$ cat config.mk
export PLATFORM = sky130hd
export DESIGN_NAME = cumulative_ack_window_rtt
export DESIGN_NICKNAME = d
export VERILOG_FILES = /design/src/rtl/core/caw_pkg.sv /design/src/rtl/core/caw_front.sv /design/src/rtl/core/caw_fifo.sv /design/src/rtl/core/caw_back.sv /design/src/rtl/core/cumulative_ack_window_rtt.sv
export SDC_FILE = /design/constraint.sdc
export NUM_CORES = 2
export LEC_CHECK = 0
export ABC_AREA = 1
export BUFFER_PORTS_ARGS = -buffer_cell sky130_fd_sc_hd__buf_2
export CAP_MARGIN = 20
export CORE_UTILIZATION = 30
export DETAILED_ROUTE_END_ITERATION = 8
export PLACE_DENSITY_LB_ADDON = 0.15
export SYNTH_ARGS = -nofsm -noshare
export SYNTH_HDL_FRONTEND = slang
export SYNTH_SLANG_ARGS = --single-unit
$ cat constraint.sdc
create_clock -name clk -period 8.2 [get_ports clk]
set_clock_uncertainty 0.1 [all_clocks]
set_input_delay 0.41 -clock clk [delete_from_list [all_inputs] [get_ports clk]]
set_output_delay 0.41 -clock clk [all_outputs]
set_load 0.005 [all_outputs]
$ cat src/rtl/core/caw_pkg.sv
// Shared types, widths and codes of the cumulative acknowledgement engine.
package caw_pkg;

	localparam int WINDOW_DEF = 64;
	localparam int QDEPTH_DEF = 2;

	localparam int SEQ_W   = 20;
	localparam int DIG_W   = 48;
	localparam int TIME_W  = 32;
	localparam int RTT_W   = 32;
	localparam int OUT_W   = 3;
	localparam int DUP_W   = 8;
	localparam int FREED_W = 7;

	localparam int CFG_W     = 32;
	localparam int REG_IDX_W = 1;

	localparam logic [REG_IDX_W-1:0] REG_START_SEQ   = 1'b0;
	localparam logic [REG_IDX_W-1:0] REG_INITIAL_RTT = 1'b1;

	localparam logic [RTT_W-1:0] RTT_RESET = 32'd25600;

	localparam logic [OUT_W-1:0] OUT_ADVANCED     = 3'd0;
	localparam logic [OUT_W-1:0] OUT_DUPLICATE    = 3'd1;
	localparam logic [OUT_W-1:0] OUT_LATE         = 3'd2;
	localparam logic [OUT_W-1:0] OUT_MALFORMED    = 3'd3;
	localparam logic [OUT_W-1:0] OUT_RECORDED     = 3'd4;
	localparam logic [OUT_W-1:0] OUT_SEND_OUTSIDE = 3'd5;

	localparam logic KIND_SEND = 1'b0;
	localparam logic KIND_ACK  = 1'b1;

	// request as handed from the front end to the back end
	typedef struct packed {
		logic              kind;
		logic              bad;
		logic [SEQ_W-1:0]  seq;
		logic [TIME_W-1:0] time_ms;
	} item_t;

	typedef struct packed {
		logic [OUT_W-1:0]   outcome;
		logic [SEQ_W-1:0]   next_expected;
		logic [DUP_W-1:0]   dup_count;
		logic [RTT_W-1:0]   rtt_estimate;
		logic [FREED_W-1:0] freed_count;
	} result_t;

endpackage

$ cat src/rtl/core/caw_front.sv
// Front end: takes requests, decodes the ASCII ack number and flags bad digits.
module caw_front (
	input  logic                        clk,
	input  logic                        arst_n,
	input  logic                        push,
	output logic                        full,
	input  logic                        kind,
	input  logic [caw_pkg::SEQ_W-1:0]   sent_seq,
	input  logic [caw_pkg::DIG_W-1:0]   ack_digits,
	input  logic [caw_pkg::TIME_W-1:0]  time_ms,
	input  logic                        q_full,
	output logic                        q_wr,
	output caw_pkg::item_t              q_item
);
	import caw_pkg::*;

	localparam int NDIG = DIG_W / 8;

	function automatic logic [16:0] dec_weight(input int pos);
		logic [16:0] w;
		case (pos)
			0: w = 17'd1;
			1: w = 17'd10;
			2: w = 17'd100;
			3: w = 17'd1000;
			4: w = 17'd10000;
			5: w = 17'd100000;
			default: w = 17'd0;
		endcase
		return w;
	endfunction

	logic             s1_valid_q;
	item_t            item_s1;
	item_t            item_d;
	logic             bad_any;
	logic [SEQ_W-1:0] ack_val;

	always_comb begin
		logic [7:0] b;
		bad_any = 1'b0;
		ack_val = '0;
		for (int i = 0; i < NDIG; i++) begin
			b = ack_digits[8*i +: 8];
			if (b < 8'd48 || b > 8'd57) begin
				bad_any = 1'b1;
			end
			ack_val = ack_val + ({16'b0, b[3:0]} * {3'b0, dec_weight(i)});
		end
	end

	always_comb begin
		item_d.kind    = kind;
		item_d.bad     = (kind == KIND_ACK) && bad_any;
		item_d.seq     = (kind == KIND_ACK) ? ack_val : sent_seq;
		item_d.time_ms = time_ms;
	end

	assign full   = s1_valid_q && q_full;
	assign q_wr   = s1_valid_q && !q_full;
	assign q_item = item_s1;

	always_ff @(posedge clk or negedge arst_n) begin
		if (!arst_n) begin
			s1_valid_q <= 1'b0;
		end else if (push && !full) begin
			s1_valid_q <= 1'b1;
		end else if (q_wr) begin
			s1_valid_q <= 1'b0;
		end
	end

	always_ff @(posedge clk) begin
		if (push && !full) begin
			item_s1 <= item_d;
		end
	end

endmodule

$ cat src/rtl/core/caw_fifo.sv
// Short request queue between the front end and the back end.
module caw_fifo #(
	parameter int DEPTH = caw_pkg::QDEPTH_DEF
) (
	input  logic           clk,
	input  logic           arst_n,
	input  logic           wr_en,
	input  caw_pkg::item_t wr_item,
	output logic           full,
	input  logic           rd_en,
	output caw_pkg::item_t rd_item,
	output logic           empty
);
	import caw_pkg::*;

	localparam int PTR_W = $clog2(DEPTH);
	localparam int CNT_W = $clog2(DEPTH + 1);

	item_t              entries_q [DEPTH];
	logic [PTR_W-1:0]   wr_ptr_q;
	logic [PTR_W-1:0]   rd_ptr_q;
	logic [CNT_W-1:0]   count_q;
	logic               do_wr;
	logic               do_rd;

	assign full    = (count_q == CNT_W'(DEPTH));
	assign empty   = (count_q == '0);
	assign do_wr   = wr_en && !full;
	assign do_rd   = rd_en && !empty;
	assign rd_item = entries_q[rd_ptr_q];

	function automatic logic [PTR_W-1:0] ptr_inc(input logic [PTR_W-1:0] p);
		return (p == PTR_W'(DEPTH - 1)) ? '0 : p + 1'b1;
	endfunction

	always_ff @(posedge clk or negedge arst_n) begin
		if (!arst_n) begin
			wr_ptr_q <= '0;
			rd_ptr_q <= '0;
			count_q  <= '0;
		end else begin
			if (do_wr) begin
				wr_ptr_q <= ptr_inc(wr_ptr_q);
			end
			if (do_rd) begin
				rd_ptr_q <= ptr_inc(rd_ptr_q);
			end
			if (do_wr && !do_rd) begin
				count_q <= count_q + 1'b1;
			end else if (do_rd && !do_wr) begin
				count_q <= count_q - 1'b1;
			end
		end
	end

	always_ff @(posedge clk) begin
		if (do_wr) begin
			entries_q[wr_ptr_q] <= wr_item;
		end
	end

endmodule

$ cat src/rtl/core/caw_back.sv
// Back end: window state, slot walk, RTT smoothing and the result register.
module caw_back #(
	parameter int WINDOW = caw_pkg::WINDOW_DEF
) (
	input  logic                           clk,
	input  logic                           arst_n,
	input  logic                           wr_en,
	input  logic [caw_pkg::REG_IDX_W-1:0]  wr_index,
	input  logic [caw_pkg::CFG_W-1:0]      wr_data,
	input  logic                           q_empty,
	output logic                           q_rd,
	input  caw_pkg::item_t                 q_item,
	output logic                           res_valid,
	input  logic                           res_pop,
	output caw_pkg::result_t               res
);
	import caw_pkg::*;

	localparam int SLOT_W  = $clog2(WINDOW);
	localparam int LEFT_W  = $clog2(WINDOW + 1);
	localparam int ACC_W   = 48;
	localparam int DSTEPS  = ACC_W / 8;
	localparam int DCNT_W  = $clog2(DSTEPS);

	localparam logic [SEQ_W-1:0] WIN_SEQ = SEQ_W'(WINDOW);
	localparam logic [SEQ_W-1:0] RECIP   = SEQ_W'((1 << SEQ_W) / WINDOW);

	localparam logic [2:0] ST_IDLE  = 3'd0;
	localparam logic [2:0] ST_CLASS = 3'd1;
	localparam logic [2:0] ST_MOD   = 3'd2;
	localparam logic [2:0] ST_WALK  = 3'd3;
	localparam logic [2:0] ST_ACC   = 3'd4;
	localparam logic [2:0] ST_DIV   = 3'd5;
	localparam logic [2:0] ST_DONE  = 3'd6;

	logic [2:0]         state_q;
	item_t              item_q;
	logic [SEQ_W-1:0]   expected_q;
	logic [RTT_W-1:0]   rtt_q;
	logic [DUP_W-1:0]   dup_q;
	logic [WINDOW-1:0]  valid_q;
	logic [SEQ_W-1:0]   mod_val_q;
	logic [SEQ_W-1:0]   mod_quo_q;
	logic               mod_cnt_q;
	logic [SLOT_W-1:0]  slot_q;
	logic [LEFT_W-1:0]  left_q;
	logic [FREED_W-1:0] freed_q;
	logic [ACC_W-1:0]   acc_q;
	logic [ACC_W-1:0]   quo_q;
	logic [3:0]         rem_q;
	logic [DCNT_W-1:0]  div_cnt_q;
	logic [OUT_W-1:0]   outcome_q;
	logic               res_valid_q;
	result_t            res_q;

	logic [TIME_W-1:0]  send_time_mem [WINDOW];
	logic [TIME_W-1:0]  rd_data_q;
	logic               mem_rd;
	logic               mem_wr;

	logic [SEQ_W:0]     diff;
	logic [2*SEQ_W-1:0] mod_prod;
	logic [2*SEQ_W-1:0] mod_back;
	logic [SEQ_W-1:0]   mod_rem;
	logic [SLOT_W-1:0]  mod_slot;
	logic [SLOT_W-1:0]  slot_inc;
	logic [TIME_W-1:0]  sample;
	logic [ACC_W-1:0]   acc_d;
	logic [3:0]         div_rem;
	logic [7:0]         div_bits;
	logic [ACC_W-1:0]   quo_full;
	logic [RTT_W-1:0]   rtt_new;

	assign q_rd      = (state_q == ST_IDLE) && !q_empty;
	assign res_valid = res_valid_q;
	assign res       = res_q;

	assign diff = {1'b0, item_q.seq} - {1'b0, expected_q};

	// slot = value mod WINDOW: the reciprocal estimate of the quotient is low by at
	// most one, so a single compare and subtract finishes the remainder
	assign mod_prod = {{SEQ_W{1'b0}}, mod_val_q} * {{SEQ_W{1'b0}}, RECIP};
	assign mod_back = {{SEQ_W{1'b0}}, mod_quo_q} * {{SEQ_W{1'b0}}, WIN_SEQ};
	assign mod_rem  = mod_val_q - mod_back[SEQ_W-1:0];
	assign mod_slot = (mod_rem >= WIN_SEQ) ? SLOT_W'(mod_rem - WIN_SEQ) : SLOT_W'(mod_rem);

	assign slot_inc = (slot_q == SLOT_W'(WINDOW - 1)) ? '0 : slot_q + 1'b1;

	// 9*old + 256*sample + 5, so the divide by ten rounds half up
	assign sample = item_q.time_ms - rd_data_q;
	assign acc_d  = ({16'b0, rtt_q} << 3) + {16'b0, rtt_q} + {8'b0, sample, 8'b0}
		+ ACC_W'(5);

	// eight quotient bits of the divide by ten per cycle
	always_comb begin
		logic [4:0] t;
		logic [3:0] r;
		r = rem_q;
		div_bits = '0;
		for (int j = 7; j >= 0; j--) begin
			t = {r, acc_q[ACC_W-8+j]};
			if (t >= 5'd10) begin
				div_bits[j] = 1'b1;
				r = 4'(t - 5'd10);
			end else begin
				r = t[3:0];
			end
		end
		div_rem = r;
	end

	assign quo_full = {quo_q[ACC_W-9:0], div_bits};
	assign rtt_new  = (|quo_full[ACC_W-1:RTT_W]) ? '1 : quo_full[RTT_W-1:0];

	assign mem_rd = (state_q == ST_WALK) && (left_q != '0) && valid_q[slot_q];
	assign mem_wr = (state_q == ST_MOD) && mod_cnt_q && (item_q.kind == KIND_SEND);

	always_ff @(posedge clk) begin
		if (mem_wr) begin
			send_time_mem[mod_slot] <= item_q.time_ms;
		end
		if (mem_rd) begin
			rd_data_q <= send_time_mem[slot_q];
		end
	end

	always_ff @(posedge clk or negedge arst_n) begin
		if (!arst_n) begin
			state_q     <= ST_IDLE;
			item_q      <= '0;
			expected_q  <= '0;
			rtt_q       <= RTT_RESET;
			dup_q       <= '0;
			valid_q     <= '0;
			mod_val_q   <= '0;
			mod_quo_q   <= '0;
			mod_cnt_q   <= 1'b0;
			slot_q      <= '0;
			left_q      <= '0;
			freed_q     <= '0;
			acc_q       <= '0;
			quo_q       <= '0;
			rem_q       <= '0;
			div_cnt_q   <= '0;
			outcome_q   <= OUT_LATE;
			res_valid_q <= 1'b0;
			res_q       <= '0;
		end else begin
			if (res_pop && res_valid_q && state_q != ST_DONE) begin
				res_valid_q <= 1'b0;
			end
			if (wr_en) begin
				case (wr_index)
					REG_START_SEQ: begin
						expected_q <= wr_data[SEQ_W-1:0];
						dup_q      <= '0;
						valid_q    <= '0;
					end
					REG_INITIAL_RTT: begin
						rtt_q <= wr_data[RTT_W-1:0];
					end
					default: begin
					end
				endcase
			end
			case (state_q)
				ST_IDLE: begin
					if (!q_empty) begin
						item_q  <= q_item;
						freed_q <= '0;
						state_q <= ST_CLASS;
					end
				end
				ST_CLASS: begin
					mod_val_q <= (item_q.kind == KIND_SEND) ? item_q.seq : expected_q;
					mod_cnt_q <= 1'b0;
					slot_q    <= '0;
					if (item_q.kind == KIND_SEND) begin
						if (!diff[SEQ_W] && diff[SEQ_W-1:0] < SEQ_W'(WINDOW)) begin
							state_q <= ST_MOD;
						end else begin
							outcome_q <= OUT_SEND_OUTSIDE;
							state_q   <= ST_DONE;
						end
					end else if (item_q.bad) begin
						outcome_q <= OUT_MALFORMED;
						state_q   <= ST_DONE;
					end else if (!diff[SEQ_W]) begin
						// clamp the walk to one full window
						if (diff[SEQ_W-1:0] >= SEQ_W'(WINDOW)) begin
							left_q <= LEFT_W'(WINDOW);
						end else begin
							left_q <= LEFT_W'(diff[SEQ_W-1:0] + 1'b1);
						end
						state_q <= ST_MOD;
					end else if (({1'b0, item_q.seq} + 1'b1) == {1'b0, expected_q}) begin
						if (dup_q != '1) begin
							dup_q <= dup_q + 1'b1;
						end
						outcome_q <= OUT_DUPLICATE;
						state_q   <= ST_DONE;
					end else begin
						outcome_q <= OUT_LATE;
						state_q   <= ST_DONE;
					end
				end
				ST_MOD: begin
					if (!mod_cnt_q) begin
						mod_quo_q <= mod_prod[2*SEQ_W-1:SEQ_W];
						mod_cnt_q <= 1'b1;
					end else begin
						slot_q    <= mod_slot;
						mod_cnt_q <= 1'b0;
						if (item_q.kind == KIND_SEND) begin
							valid_q[mod_slot] <= 1'b1;
							outcome_q         <= OUT_RECORDED;
							state_q           <= ST_DONE;
						end else begin
							state_q <= ST_WALK;
						end
					end
				end
				ST_WALK: begin
					if (left_q == '0) begin
						expected_q <= SEQ_W'({1'b0, item_q.seq} + 1'b1);
						dup_q      <= '0;
						outcome_q  <= OUT_ADVANCED;
						state_q    <= ST_DONE;
					end else if (valid_q[slot_q]) begin
						valid_q[slot_q] <= 1'b0;
						state_q         <= ST_ACC;
					end else begin
						slot_q <= slot_inc;
						left_q <= left_q - 1'b1;
					end
				end
				ST_ACC: begin
					acc_q     <= acc_d;
					quo_q     <= '0;
					rem_q     <= '0;
					div_cnt_q <= '0;
					state_q   <= ST_DIV;
				end
				ST_DIV: begin
					acc_q     <= acc_q << 8;
					quo_q     <= quo_full;
					rem_q     <= div_rem;
					div_cnt_q <= div_cnt_q + 1'b1;
					if (div_cnt_q == DCNT_W'(DSTEPS - 1)) begin
						rtt_q  <= rtt_new;
						slot_q <= slot_inc;
						left_q <= left_q - 1'b1;
						if (freed_q != '1) begin
							freed_q <= freed_q + 1'b1;
						end
						state_q <= ST_WALK;
					end
				end
				ST_DONE: begin
					// hold until the result register is free
					if (!res_valid_q || res_pop) begin
						res_q.outcome       <= outcome_q;
						res_q.next_expected <= expected_q;
						res_q.dup_count     <= dup_q;
						res_q.rtt_estimate  <= rtt_q;
						res_q.freed_count   <= freed_q;
						res_valid_q         <= 1'b1;
						state_q             <= ST_IDLE;
					end
				end
				default: begin
					state_q <= ST_IDLE;
				end
			endcase
		end
	end

endmodule

$ cat src/rtl/core/cumulative_ack_window_rtt.sv
// Top level of the cumulative acknowledgement engine with smoothed RTT estimate.
// Requests enter through a push/full queue port and results leave through an
// empty/pop queue port; a front end decodes each request into a short queue and
// the back end executes one request at a time. A send record passes through the
// reciprocal modulo-WINDOW slot reduction in the back end; a send outside the
// window, and a duplicate, late or malformed ack, skip it. An advancing ack walks
// the slots from the expected number up to the acked one, at most one window;
// each freed packet costs one send-time memory read, one accumulate and a pass
// through the divide-by-ten unit. A result that is not popped holds the back end
// in its done state with the next result. Writing start_seq clears the window at
// once; there is no clearing pass after reset.
module cumulative_ack_window_rtt #(
	parameter int WINDOW = caw_pkg::WINDOW_DEF,
	parameter int QDEPTH = caw_pkg::QDEPTH_DEF
) (
	input  logic                           clk,
	input  logic                           arst_n,
	input  logic                           push,
	output logic                           full,
	input  logic                           kind,
	input  logic [caw_pkg::SEQ_W-1:0]      sent_seq,
	input  logic [caw_pkg::DIG_W-1:0]      ack_digits,
	input  logic [caw_pkg::TIME_W-1:0]     time_ms,
	output logic                           empty,
	input  logic                           pop,
	output logic [caw_pkg::OUT_W-1:0]      outcome,
	output logic [caw_pkg::SEQ_W-1:0]      next_expected,
	output logic [caw_pkg::DUP_W-1:0]      dup_count,
	output logic [caw_pkg::RTT_W-1:0]      rtt_estimate,
	output logic [caw_pkg::FREED_W-1:0]    freed_count,
	input  logic                           wr_en,
	input  logic [caw_pkg::REG_IDX_W-1:0]  wr_index,
	input  logic [caw_pkg::CFG_W-1:0]      wr_data
);
	import caw_pkg::*;

	logic    q_wr;
	logic    q_full;
	logic    q_rd;
	logic    q_empty;
	item_t   q_wr_item;
	item_t   q_rd_item;
	logic    res_valid;
	result_t res;

	caw_front u_front (
		.clk        (clk),
		.arst_n     (arst_n),
		.push       (push),
		.full       (full),
		.kind       (kind),
		.sent_seq   (sent_seq),
		.ack_digits (ack_digits),
		.time_ms    (time_ms),
		.q_full     (q_full),
		.q_wr       (q_wr),
		.q_item     (q_wr_item)
	);

	caw_fifo #(.DEPTH(QDEPTH)) u_fifo (
		.clk     (clk),
		.arst_n  (arst_n),
		.wr_en   (q_wr),
		.wr_item (q_wr_item),
		.full    (q_full),
		.rd_en   (q_rd),
		.rd_item (q_rd_item),
		.empty   (q_empty)
	);

	caw_back #(.WINDOW(WINDOW)) u_back (
		.clk       (clk),
		.arst_n    (arst_n),
		.wr_en     (wr_en),
		.wr_index  (wr_index),
		.wr_data   (wr_data),
		.q_empty   (q_empty),
		.q_rd      (q_rd),
		.q_item    (q_rd_item),
		.res_valid (res_valid),
		.res_pop   (pop),
		.res       (res)
	);

	assign empty         = !res_valid;
	assign outcome       = res.outcome;
	assign next_expected = res.next_expected;
	assign dup_count     = res.dup_count;
	assign rtt_estimate  = res.rtt_estimate;
	assign freed_count   = res.freed_count;

	// only an advancing ack releases packets
	a_freed_only_on_advance: assert property (@(posedge clk) disable iff (!arst_n)
		(!empty && freed_count != '0) |-> (outcome == OUT_ADVANCED))
		else $error("packets freed by a non-advancing result");

	// an advancing ack restarts the duplicate run
	a_dup_cleared_on_advance: assert property (@(posedge clk) disable iff (!arst_n)
		(!empty && outcome == OUT_ADVANCED) |-> (dup_count == '0))
		else $error("duplicate count left standing after an advance");

	// the queue is only written when the front stage holds a request
	a_front_full_needs_queue_full: assert property (@(posedge clk) disable iff (!arst_n)
		full |-> q_full)
		else $error("front end stalled with room in the queue");

	// a result is only produced by the back end after it took a request
	a_result_needs_request: assert property (@(posedge clk) disable iff (!arst_n)
		($rose(res_valid)) |-> $past(!q_rd))
		else $error("result appeared in the cycle after a queue read");

endmodule

==> results.md <==
- Ys flop type: edfxtp_1
- Die ar.: 0.360 sq mm
- Clock power share: 25.9%
- Setup Total Neg Slack: 0 ps
- Post-Syn Instances: 7,835
- YS warnings: 0
- RSZ-0062 raised after global routing: no
- Die W: 600 um
- Switching power of the nets: 0.0198 W
- Congestion Overflow GR: 0
- Syn Area/Cell: 13.7 sq um
- Post-synth top area cell: edfxtp_1
- Critical R2R Launch: u_back.rem_q[0]$_DFFE_PN0P_
- Required time of the critical path: 8850 ps
- Fillers: 34.3k
- CP max FO: 5
- Area share of and/or/nand/nor cells after synthesis: 9.12%
- First-pass GRT wire length: 511 mm
- Remaining DRCs: 0
- Hold crit path type: in -> async
- IO Pins: 211
- Area of the multi-input gates: 0.0279 sq mm
- Post-synthesis mux area share: 0.336%
- Pint: 0.0300 W
- Ranking of synthesized cells by area: edfxtp_1 (63%), dfrtp_1 (8.8%), nand2_1 (4.6%)
- Setup violators final: 0
- Clk root buf: clkbuf_16
- Count leader, synth: edfxtp_1
- Total CTS buffers: 294
- Vias per Instance: 5.16
- WL/cell: 27.2 um
- Sequential-to-total area share from yosys stat: 71.7%
- Post-CTS setup buffer count: 0
- Post-synthesis register bit count: 2,624
- Gate power share: 38.2%
- R2R cell count: 58
- Sequential power share: 35.9%
- Initial core utilization: 30.1%
- Period minus WS final: 6440 ps
- CTS tree: yes
- CP arrival: 7100 ps
- Gpl congestion: 0.872
- DR iter-0 viols: 6,672
- FMAX: 0.155 GHz
- Largest net degree at the start of global routing: 129
- Via count: 68.5k
- Storage cell area: 0.0769 sq mm
- Max-Cap Viols: 0
- Least-Margin Pin Slew: 1350 ps
- P&R area growth vs syn: 17.2%
- Synth Area in XOR/XNOR: 1.40%
- CTS sink count: 2,624
- Slew Viols, Final: 0
- Skew-Pair Late Insertion Delay: 910 ps
- Relative slew margins: 9.88%
- Core Rows: 219
- Complex-gate fraction of the synthesized area: 11.0%
- Nets@finish: 8,706
- Ratio of final minimum period to clock period: 78.6%
- Area of the mapped netlist: 0.107 sq mm
- Core Region: 0.356 sq mm
- Pwr/cell area: 396 mW/mm^2
- Final hold vios: 0
- Post-synthesis cell type count: 68
- Crit-path max cell delay: 380 ps
- CP Launch Type: register
- Slowest stage cell, crit path: dfrtp_1
- Post-Synth Adder-Cell Area: 3.53%
- Post-synth top cells: edfxtp_1 (2,242), nand2_1 (1,328), inv_1 (449)
- Layout cells sized above 1: 12.7%
- Sw frac: 39.8%
- DIE HEIGHT: 600 um
- Static Leakage: 44.1 nW
- All-Layer GR Usage: 19.6%
- FFs w/ async S/R, synth: 14.6%
- DRT antenna net count: 0
- Max VDD drop: 495 uV
- Crit Path Category: reg -> reg
- Synth top area share: 62.8%
- Largest family of logic cells by synthesized area: compound AO/OA/AOI/OAI gates
- Max clock buf depth: 4
- Clk pin slew, worst setup/hold paths: 60 ps
- Post-layout util: 35.3%
- Run status: complete, no violations
- IO Port Bufs: 210
- Vias in the first global route: 68.0k
- EDFF count, synth: 2,242
- CP startpoint: u_back.rem_q[0]$_DFFE_PN0P_
- Syn Nets: 8,253
- Initial antenna violation count: 26
- Htree depth: 5
- CP dominant cell by count: nand2_4
- Pre-Repair DR Iteration Count: 6
- Hpwl dp: 215 mm
- Crit end category: register
- Wirelength, routed: 361 mm
state kept, by name, indices dropped and copies added (netlist names), 8 cells and up:
signal and cells:
u_back.send_time_mem 2048, u_fifo.entries_q 108, u_back.res 70, u_back.valid_q 64, u_back.item_q 54, u_front.q_item 54
u_back.acc_q 48, u_back.quo_q 40, u_back.rd_data_q 32, u_back.rtt_q 32, u_back.expected_q 20, u_back.dup_q 8
worst max-delay path: cells and delay by family, from the launching register on:
kind / cells / cell delay, ps
AND/OR/NAND/NOR: 36 / 3120
flip-flops: 1 / 380
adder cells (fa/ha/maj): 8 / 1660
buffers and inverters: 14 / 1060
through the flow:
step	hold WS, ps	total power [W]	setup WS [ps]	area, sq um	std cells
final	108	0.0498	1760	126000	13300
after global placement	326	0.0370	1270	115000	12600
after global routing	107	0.0524	1130	126000	13300
after detailed placement	333	0.0372	1560	115000	12600
after CTS	49.9	0.0502	1760	126000	13300
after floorplan	14.4	0.0293	2270	107000	7835
metal layers:
| metal | wire length [um] | track usage, % | vias up |
|---|---|---|---|
| met5 | 38 | 0 | - |
| met4 | 7920 | 4.53 | 6 |
| met3 | 20000 | 2.79 | 435 |
| met2 | 170000 | 32.0 | 1971 |
| met1 | 163000 | 27.5 | 35600 |
| li1 | - | - | 30500 |
power groups by stage:
stage / Sequential [W] / Clock, W / Combinational [W]
6_report: 0.0179 / 0.0129 / 0.0191
4_1_cts: 0.0179 / 0.0132 / 0.0192
3_3_place_gp: 0.0181 / 0 / 0.0189
5_1_grt: 0.0180 / 0.0137 / 0.0207
2_1_floorplan: 0.0184 / 0 / 0.0109
3_5_place_dp: 0.0182 / 0 / 0.0191
layout make-up:
class,instances,area share (%)
diodes,8,0.0159
flip-flops and latches,2624,61.2
well taps,4751,4.73
clock buffers,393,6.37
repair buffers,526,3.16
inverters,473,1.42
multi-input cells,4369,22.2
clock inverters,127,0.963
repair_timing:
item                      4_1_cts  5_1_grt
hold endpoints to repair      219        0
hold buffers                  111        0
resized for setup               0        0
logic make-up (layout without fill, tap and decap cells):
group | after synthesis | in the layout
AOI/OAI and AO/OA | 1639 | 1639
xor gates and xnor gates | 172 | 172
adders and majority gates | 279 | 279
buffers and inverters | 842 | 1519
DFF | 2624 | 2624
muxes | 32 | 32
other | 0 | 8
and+or+nand+nor | 2247 | 2247
worst paths after layout:
| path | endpoint | slack (ps) |
|---|---|---|
| max | u_back.rem_q[1]$_DFFE_PN0P_ | 1760 |
| min | u_back.res[29]$_DFFE_PN0P_ | 110 |
| max reg2reg | u_back.rem_q[1]$_DFFE_PN0P_ | 1760 |
| min reg2reg | u_fifo.entries_q[0][27]$_DFFE_PP_ | 340 |
| max in group asynchronous | u_back.valid_q[37]$_DFF_PN0_ | 6350 |
| min in group clk | u_front.q_item[34]$_DFFE_PP_ | 110 |
cells in the final DEF, fill, tap and decap left out, drive strengths merged, types with 40 or more instances in the layout:
cell type / n
nand4: 258
clkinv: 103
a22oi: 324
dlygate4sd3: 111
nand2: 1367
a22o: 232
nor2: 357
ha: 239
inv: 474
buf: 415
o22ai: 81
a221oi: 259
xnor2: 50
nand3: 172
o21ai: 239
edfxtp: 2242
fa: 40
dfrtp: 378
xor2: 122
o31ai: 59
o211ai: 42
nor3: 62
a21oi: 232
clkbuf: 393
Note: power is estimated with default switching activity, not from simulation.
